===== config.mk =====
export PLATFORM = sky130hd
export DESIGN_NAME = lsq_front
export DESIGN_NICKNAME = d
export VERILOG_FILES = /design/src/rtl/lsq_pkg.sv /design/src/rtl/lsq_front.sv
export VERILOG_INCLUDE_DIRS = /design/src /design/src/rtl
export SDC_FILE = /design/constraint.sdc
export NUM_CORES = 1
export LEC_CHECK = 0
export ABC_AREA = 1
export ABC_CLOCK_PERIOD_IN_PS = 32500
export BUFFER_PORTS_ARGS = -buffer_cell sky130_fd_sc_hd__buf_2
export CORE_UTILIZATION = 55
export DETAILED_ROUTE_END_ITERATION = 12
export PLACE_DENSITY = 0.83
export SLEW_MARGIN = 15
export SYNTH_ARGS = -nofsm -noshare
export SYNTH_HDL_FRONTEND = slang
export SYNTH_SLANG_ARGS = --single-unit

===== constraint.sdc =====
create_clock -name clk -period 32.5 [get_ports clk]
set_clock_uncertainty 0.1 [all_clocks]
set_input_delay 9.75 -clock clk [delete_from_list [all_inputs] [get_ports clk]]
set_output_delay 9.75 -clock clk [all_outputs]
set_load 0.005 [all_outputs]

===== src/rtl/load_store_queue_macros.svh =====
// assertion macros for the load/store queue
// used by the front and back modules; no other dependencies
`ifndef LOAD_STORE_QUEUE_MACROS_SVH
`define LOAD_STORE_QUEUE_MACROS_SVH
`ifndef SYNTHESIS
`define LSQ_ASSERT_IMP(label, clk, rst, a, c, msg) \
  label: assert property (@(posedge clk) disable iff (rst) (a) |-> (c)) else $error(msg);
`define LSQ_ASSERT_NEXT(label, clk, rst, a, c, msg) \
  label: assert property (@(posedge clk) disable iff (rst) (a) |=> (c)) else $error(msg);
`else
`define LSQ_ASSERT_IMP(label, clk, rst, a, c, msg)
`define LSQ_ASSERT_NEXT(label, clk, rst, a, c, msg)
`endif
`endif


===== src/rtl/lsq_pkg.sv =====
// shared types and constants for the load/store queue
// no dependencies
`timescale 1ns / 1ps
package lsq_pkg;
  localparam int DEF_SLOTS     = 16;
  localparam int DEF_MEM_WORDS = 1024;
  localparam int DEF_TAGS      = 64;

  typedef enum logic [2:0] {
    ACT_INSERT  = 3'd0,
    ACT_CAPTURE = 3'd1,
    ACT_TICK    = 3'd2,
    ACT_FLUSH   = 3'd3,
    ACT_MEMWR   = 3'd4
  } action_t;

  typedef enum logic [1:0] {
    EV_NONE  = 2'd0,
    EV_LOAD  = 2'd1,
    EV_STORE = 2'd2,
    EV_EXC   = 2'd3
  } event_t;

  localparam logic CFG_CAPACITY = 1'b0;
  localparam logic CFG_LATENCY  = 1'b1;

  // one queued word from front to back
  typedef struct packed {
    logic [2:0]  action;
    logic        is_store;
    logic [5:0]  rob_tag;
    logic [6:0]  src1_tag;
    logic [31:0] src1_value;
    logic [6:0]  src2_tag;
    logic [31:0] src2_value;
    logic [31:0] offset;
    logic [31:0] cycle;
    logic [9:0]  mem_address;
  } cmd_t;
endpackage


===== src/rtl/lsq_front.sv =====
// front end: accepts command words into a two-entry queue ahead of the back end
// depends on lsq_pkg and load_store_queue_macros.svh
`timescale 1ns / 1ps
`include "load_store_queue_macros.svh"
module lsq_front
  import lsq_pkg::*;
(
  input  logic clk,
  input  logic rst,
  input  logic push,
  input  cmd_t push_cmd,
  input  logic pop,
  output logic avail,
  output cmd_t head,
  output logic space
);
  cmd_t q [2];
  logic       rd_ptr;
  logic       wr_ptr;
  logic [1:0] count;

  assign avail = (count != 2'd0);
  assign head  = q[rd_ptr];
  assign space = (count != 2'd2);

  // payload write
  always_ff @(posedge clk) begin
    if (push && space) q[wr_ptr] <= push_cmd;
  end

  // pointers and fill level
  always_ff @(posedge clk) begin
    if (rst) begin
      rd_ptr <= 1'b0;
      wr_ptr <= 1'b0;
      count  <= 2'd0;
    end else begin
      if (push && space) wr_ptr <= ~wr_ptr;
      if (pop && avail) rd_ptr <= ~rd_ptr;
      count <= count + 2'((push && space) ? 1 : 0) - 2'((pop && avail) ? 1 : 0);
    end
  end

  `LSQ_ASSERT_IMP(a_no_over, clk, rst, count == 2'd2, !(push && space), "queue overflow")
  `LSQ_ASSERT_NEXT(a_fill, clk, rst, push && space && !pop && count == 2'd0, count == 2'd1, "fill")
  `LSQ_ASSERT_IMP(a_lvl, clk, rst, 1'b1, count <= 2'd2, "count range")
endmodule


# Word level (Yosys, flattened, before mapping)
# Memories as Yosys holds them, arrays and structs flattened. A register that Yosys moved wholly into a read port is not among the register bits.
# Index checks and enable logic that the tools add are counted.
# totals
ff_bits	4
ram_bits	324
input_bits	166
output_inout_bits	164
word_cells	18
memories	1
# mem_list
memory	depth	word_bits	rd	rd_ports_with_merged_regs	wr	line_no	rtl
q	2	162	1	1	1	lsq_front.sv:17	cmd_t q [2];
# op_classes
add_sub_neg	2
eq_ne	1
mux	6
bitwise_logic	2
n_reduce_logical	3
# ops
op	count
2-to-1 mux 1 bit	6
adder 2 x 1 -> 2 bit	1
logical AND 1 bit	2
inequality test 2 bit, second input constant	1
inverter 1 bit	2
nonzero test 2 bit	1
subtractor 2 x 1 -> 2 bit	1

# Logic depth before layout (Yosys ltp)
# Gate-level depths: netlist of run 1.
# logic_depth
word_depth	5
depth_mapped	11
depth_no_buf	11

# Least setup slack after synthesis of run 1
# Ideal clock, no wire load.
# synth_timing
kind	input-to-reg
startpoint	input push
endpoint	memory q[0][0] in the netlist's numbering, enable pin
t_arrival_ps	16542
required_ps	31715
path_slack_ps	15172
stages	2
path_cell_list	nand2_1 -> nor2_1
# synth_via
elab_chain_cells	3
# synth_lines
element	line_no	rtl
from (decl)	lsq_front.sv:10	input logic push,
logical AND 1 bit	lsq_front.sv:28	if (push && space) q[wr_ptr] <= push_cmd;
2-to-1 mux 1 bit	lsq_front.sv:28	
2-to-1 mux 1 bit (not written as such)	lsq_front.sv:28	
to (decl)	lsq_front.sv:17	
# Every way passes these cells.

==> impl_metrics.py, run 1 <==
metrics = {
    "worst_setup_path": {
        "start_kind": "flip-flop",
        "required_ns": 22.65,
        "path_cells": "buf_4 > mux2_2 > buf_2",
        "r2r_end": "q[1][99]",
        "r2r_start": "count[0]",
        "critPathSlowestCell": "dfxtp_4",
        "arrival_ns": 3.05,
        "critical_path_class": "reg -> out",
        "cp.depth": 3,
        "slowest_delay_ns": 1.03,
        "critPathMaxFanout": 64,
        "path_buf_inv": 2,
        "critical-path-top-delay-family": "flip-flops",
        "r2r_cells": 5,
        "endpoint_kind": "primary output",
        "reg2reg_slack_ns": 29.65,
    },
    "power_and_ir_drop": {
        "ir_drop_v": 0.00006520,
        "power.total_mw": 1.134,
        "power.density_nw_per_um2": 75.19,
        "leakagePower_nw": 5.819,
    },
    "synthesis": {
        "syn_nets": 709,
        "synth_top_family_by_area": "multiplexers",
        "synth_mux_area_share_pct": 17.34,
        "yosys.area_share.simple_pct": 0.6434,
        "ys_seq_elements": 329,
        "synth.yosys.warnings": 0,
        "seq_area_frac_synth_pct": 80.24,
        "netlist_area_um2": 12250,
        "synth-compound-area-share_pct": 0.08171,
        "avgSynthCellArea_um2": 22.64,
        "synthAdderAreaFrac_pct": 0.2043,
        "syn_inst": 541,
        "ys_types": 12,
        "synth_xor_area_share_pct": 0,
    },
    "clock_tree": {
        "clk_path_buf_depth": 3,
        "postCtsHoldBufs": 0,
        "cts.sink_count": 329,
        "cts_setup_buffers": 0,
        "postCtsResizedCells": 0,
        "clock_latency_ns": 0.54,
        "cts_tree": "built",
        "htree_levels": 1,
        "clock-root-buffer": "clkbuf_16",
        "clkTransAtPathRegs_ns": 0.06,
        "numCtsBuffers": 31,
    },
    "timing": {
        "setup-tns-final_ns": 0,
        "setup_violations": 0,
        "period_minus_slack_ns": 12.90,
        "worst_slew_pin_slew_ns": 1.036,
        "rsz0062_at_grt": "false",
        "slew_headroom_pct": 30.92,
        "hold_viol": 0,
        "finalWorstSetupSlack_ns": 19.60,
        "hold-worst-slack_ns": 0.4396,
        "finalCritPeriodShare_pct": 39.69,
        "slew_violations": 0,
        "fmax_mhz": 77.53,
    },
    "run_status": {
        "status": "finished, final reports clean",
    },
    "routing": {
        "drt_pass1_iterations": 5,
        "drc": 0,
        "dr.first_iter.drc_count": 254,
        "wirelength_um": 23360,
        "antenna_left": 0,
        "vias": 6166,
        "vias_per_cell": 5.156,
        "wl_per_cell_um": 19.53,
    },
    "final_layout": {
        "nets": 1058,
        "layout_common_cells": "buf_2, edfxtp_1, mux2_2",
        "final_common_cell": "buf_2",
        "layout-drive-gt1-share_pct": 59.47,
        "nFillCells": 1415,
        "area_delta_synth_final_pct": 23.13,
    },
    "grt": {
        "antenna_found_initial": 4,
        "grt_max_degree": 87,
        "track_usage_pct": 19.38,
        "grt_overflow": 0,
        "grt_pass1_wl_um": 33040,
        "grt_pass1_vias": 6219,
    },
    "floorplanning": {
        "chipHeight_um": 151.2,
        "die_area_um2": 22880,
        "fp-row-count": 54,
        "io_pins": 330,
        "initial_utilization_pct": 56.13,
        "coreArea_um2": 21820,
        "die_w_um": 151.2,
    },
    "min_path": {
        "holdCritPathClass": "reg -> reg",
        "min_from": "rd_ptr",
        "hold_depth": 2,
    },
    "placed_design": {
        "port_buffers": 329,
        "place_hpwl_um": 15590,
        "globalplace.congestion": 0.7512,
        "place_worst_setup_slack_ns": 20.16,
    },
    "flow_run": {
        "drv_cap": 0,
    },
}
synthesized netlist by cell type (all sizes together):
| cell | count | share of area, % |
|---|---|---|
| edfxtp | 324 | 79 |
| mux2 | 162 | 17 |
| buf | 18 | 1.2 |
| nor2 | 9 | 0.28 |
| inv | 8 | 0.25 |
| nand2 | 8 | 0.25 |
| dfxtp | 5 | 0.82 |
| nand3 | 3 | 0.12 |
| a21oi | 2 | 0.082 |
| ha | 2 | 0.20 |
cell families after synthesis:
group	after synthesis
DFF	329
AOI/OAI and AO/OA	2
adders and majority gates	2
buffers and inverters	26
muxes	162
and+or+nand+nor	20
layer usage:
metal	global-route usage (%)	wire length (um)	part of all wire [%]	up-vias
met5	0	16	0.068	-
met4	6.700	606	2.6	2
met3	6.386	2386	10	46
met2	34.32	11930	51	274
met1	21.80	8426	36	3004
li1	-	-	-	2840
state kept, by name (all words and copies together) (netlist names), named ones only:
signal  flops
count       2
q         324
rd_ptr      1
wr_ptr      1
worst min-delay path: stages, from the launching register on:
cell and delay [ns]:
dfxtp_1 0.34, nor2_1 0.07, nor2_1 0.10
power breakdown:
group / leakage [nW] / switching, mW / internal [mW]
registers: 3.07 / 0.0257 / 0.538
clock network: 0.458 / 0.146 / 0.182
logic: 2.29 / 0.113 / 0.129
area by class of cell:
| cell class | count | area (um2) | area share [%] |
|---|---|---|---|
| flip-flops and latches | 329 | 9833 | 65.19 |
| multi-input cells | 186 | 2246 | 14.89 |
| repair buffers | 334 | 1684 | 11.16 |
| clock buffers | 35 | 790.8 | 5.242 |
| well taps | 280 | 350.3 | 2.322 |
| clock inverters | 21 | 137.6 | 0.9124 |
| inverters | 8 | 35.03 | 0.2322 |
| diodes | 3 | 7.507 | 0.04977 |
worst max-delay path by stage:
stage	to	slack, ns	from
finish	head[161]	19.60	flip-flop
global route	head[0]	19.46	flip-flop
CTS	head[161]	19.57	flip-flop
detailed placement	head[161]	20.16	flip-flop
global placement	head[161]	20.15	flip-flop
floorplan	q[0][0]	15.17	push
per-stage QoR:
| step | cells | area (um2) | util, % |
|---|---|---|---|
| 2_1_floorplan | 541 | 12250 | - |
| 3_3_place_gp | 1137 | 14150 | 64.83 |
| 3_5_place_dp | 1137 | 14150 | 64.83 |
| 4_1_cts | 1193 | 15080 | 69.09 |
| 5_1_grt | 1195 | 15080 | 69.11 |
| 6_report | 1196 | 15080 | 69.12 |
Note: power is estimated with default switching activity, not from simulation.
==> run 2, diff against run 1 <==
- ABC_CLOCK_PERIOD_IN_PS: 32500 -> 13100
- CORE_UTILIZATION: 55 -> 52
- PLACE_DENSITY: 0.83 -> 0.79
- clock period: 32.5 -> 13.1 ns (I/O delays scaled with it)
==> impl_metrics.py, run 2 (synthesis gave the netlist of run 1 again) <==
metrics = {
    "floorplanning": {
        "coreArea_um2": 22850,
        "die_area_um2": 24180,
        "initial_utilization_pct": 53.62,
        "chipHeight_um": 155.5,
        "fp-row-count": 55,
        "io_pins": 330,
        "die_w_um": 155.5,
    },
    "clock_tree": {
        "cts_setup_buffers": 0,
        "htree_levels": 2,
        "clk_path_buf_depth": 3,
        "postCtsResizedCells": 0,
        "cts_tree": "built",
        "clock_latency_ns": 0.49,
        "clock-root-buffer": "clkbuf_16",
        "postCtsHoldBufs": 0,
        "numCtsBuffers": 34,
        "cts.sink_count": 329,
        "clkTransAtPathRegs_ns": 0.05,
    },
    "routing": {
        "wirelength_um": 22210,
        "vias": 6181,
        "drc": 0,
        "vias_per_cell": 5.021,
        "drt_pass1_iterations": 4,
        "dr.first_iter.drc_count": 276,
        "wl_per_cell_um": 18.04,
        "antenna_left": 0,
    },
    "timing": {
        "slew_violations": 0,
        "setup_violations": 0,
        "worst_slew_pin_slew_ns": 1.059,
        "finalWorstSetupSlack_ns": 6.405,
        "period_minus_slack_ns": 6.695,
        "setup-tns-final_ns": 0,
        "slew_headroom_pct": 29.42,
        "fmax_mhz": 149.4,
        "rsz0062_at_grt": "false",
        "hold_viol": 0,
        "finalCritPeriodShare_pct": 51.11,
    },
    "worst_setup_path": {
        "endpoint_kind": "primary output",
        "critical-path-top-delay-family": "buffers and inverters",
        "path_cells": "buf_4 > mux2_2 > buf_2",
        "r2r_cells": 5,
        "cp.depth": 3,
        "critPathSlowestCell": "buf_4",
        "critical_path_class": "reg -> out",
        "reg2reg_slack_ns": 10.24,
        "start_kind": "flip-flop",
        "r2r_end": "q[1][161]",
        "required_ns": 9.07,
        "path_buf_inv": 2,
        "arrival_ns": 2.67,
        "critPathMaxFanout": 62,
        "r2r_start": "count[0]",
        "slowest_delay_ns": 0.89,
        "crit_end": "head[18]",
    },
    "final_layout": {
        "layout-drive-gt1-share_pct": 59.67,
        "layout_common_cells": "buf_2, edfxtp_1, mux2_2",
        "top_regs": "q (324), count (2)",
        "largest-register": "q",
        "largest_register_ffs": 324,
        "area_delta_synth_final_pct": 24.88,
        "nets": 1061,
        "final_common_cell": "buf_2",
    },
    "grt": {
        "grt_max_degree": 93,
        "antenna_found_initial": 3,
        "grt_overflow": 0,
        "track_usage_pct": 17.66,
        "grt_pass1_vias": 6110,
        "grt_pass1_wl_um": 32310,
    },
    "power_and_ir_drop": {
        "leakagePower_nw": 5.894,
        "ir_drop_v": 0.0001431,
        "power.density_nw_per_um2": 191.4,
    },
    "placed_design": {
        "port_buffers": 329,
        "place_worst_setup_slack_ns": 6.767,
        "place_hpwl_um": 14420,
        "globalplace.congestion": 0.7119,
    },
    "flow_run": {
        "drv_cap": 0,
    },
    "min_path": {
        "holdCritPathClass": "reg -> reg",
    },
    "run_status": {
        "status": "finished, final reports clean",
    },
}
[run 2: cell types whose count changed in the layout (fill, tap and decap cells not counted)]
cell,before,now
clkbuf_16,31,37
inv_6,3,1
clkinv_4,2,1
bufinv_16,1,3
clkinvlp_4,1,2
clkinv_2,7,4
clkbuf_1,4,5
clkinv_1,8,6
[run 2: worst min path at each step]
| stage | start | to | slack (ns) | depth (start not counted) |
|---|---|---|---|---|
| 2_1_floorplan | rd_ptr | flip-flop | 0.37 | 2 |
| 3_3_place_gp | rd_ptr | rd_ptr | 0.39 | 2 |
| 3_5_place_dp | rd_ptr | rd_ptr | 0.43 | 2 |
| 4_1_cts | rd_ptr | rd_ptr | 0.45 | 2 |
| 5_1_grt | rd_ptr | rd_ptr | 0.51 | 2 |
| 6_report | rd_ptr | rd_ptr | 0.44 | 2 |
[run 2: final cells by class]
type	instances	area, um2
repair buffers	334	1684
inverters	8	35.03
flip-flops and latches	329	9833
fillers	1551	7548
clock inverters	16	156.4
well taps	313	391.6
multi-input cells	186	2246
clock buffers	42	944.7
diodes	3	7.507
[run 2: metal layers]
metal / wire, um / vias up / GRT usage (%)
li1: - / 2843 / -
met4: 529 / 0 / 6.956
met2: 11040 / 292 / 30.30
met3: 1945 / 45 / 5.209
met5: 0 / - / 0
met1: 8693 / 3001 / 20.95
[run 2: metrics by stage]
| step | hold slack, ns | std cells | cell area (um2) | power, mW | util (%) |
|---|---|---|---|---|---|
| after detailed placement | 0.4313 | 1170 | 14190 | 2.024 | 62.11 |
| final | 0.4439 | 1231 | 15300 | 2.928 | 66.96 |
| after CTS | 0.4477 | 1228 | 15290 | 2.957 | 66.93 |
| after global placement | 0.3889 | 1170 | 14190 | 2.009 | 62.11 |
| after global routing | 0.5081 | 1230 | 15300 | 3.047 | 66.95 |
| after floorplan | 0.3675 | 541 | 12250 | 1.810 | - |
[run 2: tightest hold or removal path, delay by kind of cell (launching register included)]
family	cells	cell delay (ns)
simple gates	2	0.16
flops	1	0.34
[run 2: power by group]
group	internal (mW)	total, mW	switching [mW]
Clock	0.570	0.932	0.362
Combinational	0.322	0.614	0.292
Sequential	1.33	1.38	0.0472
Total	2.23	2.93	0.701
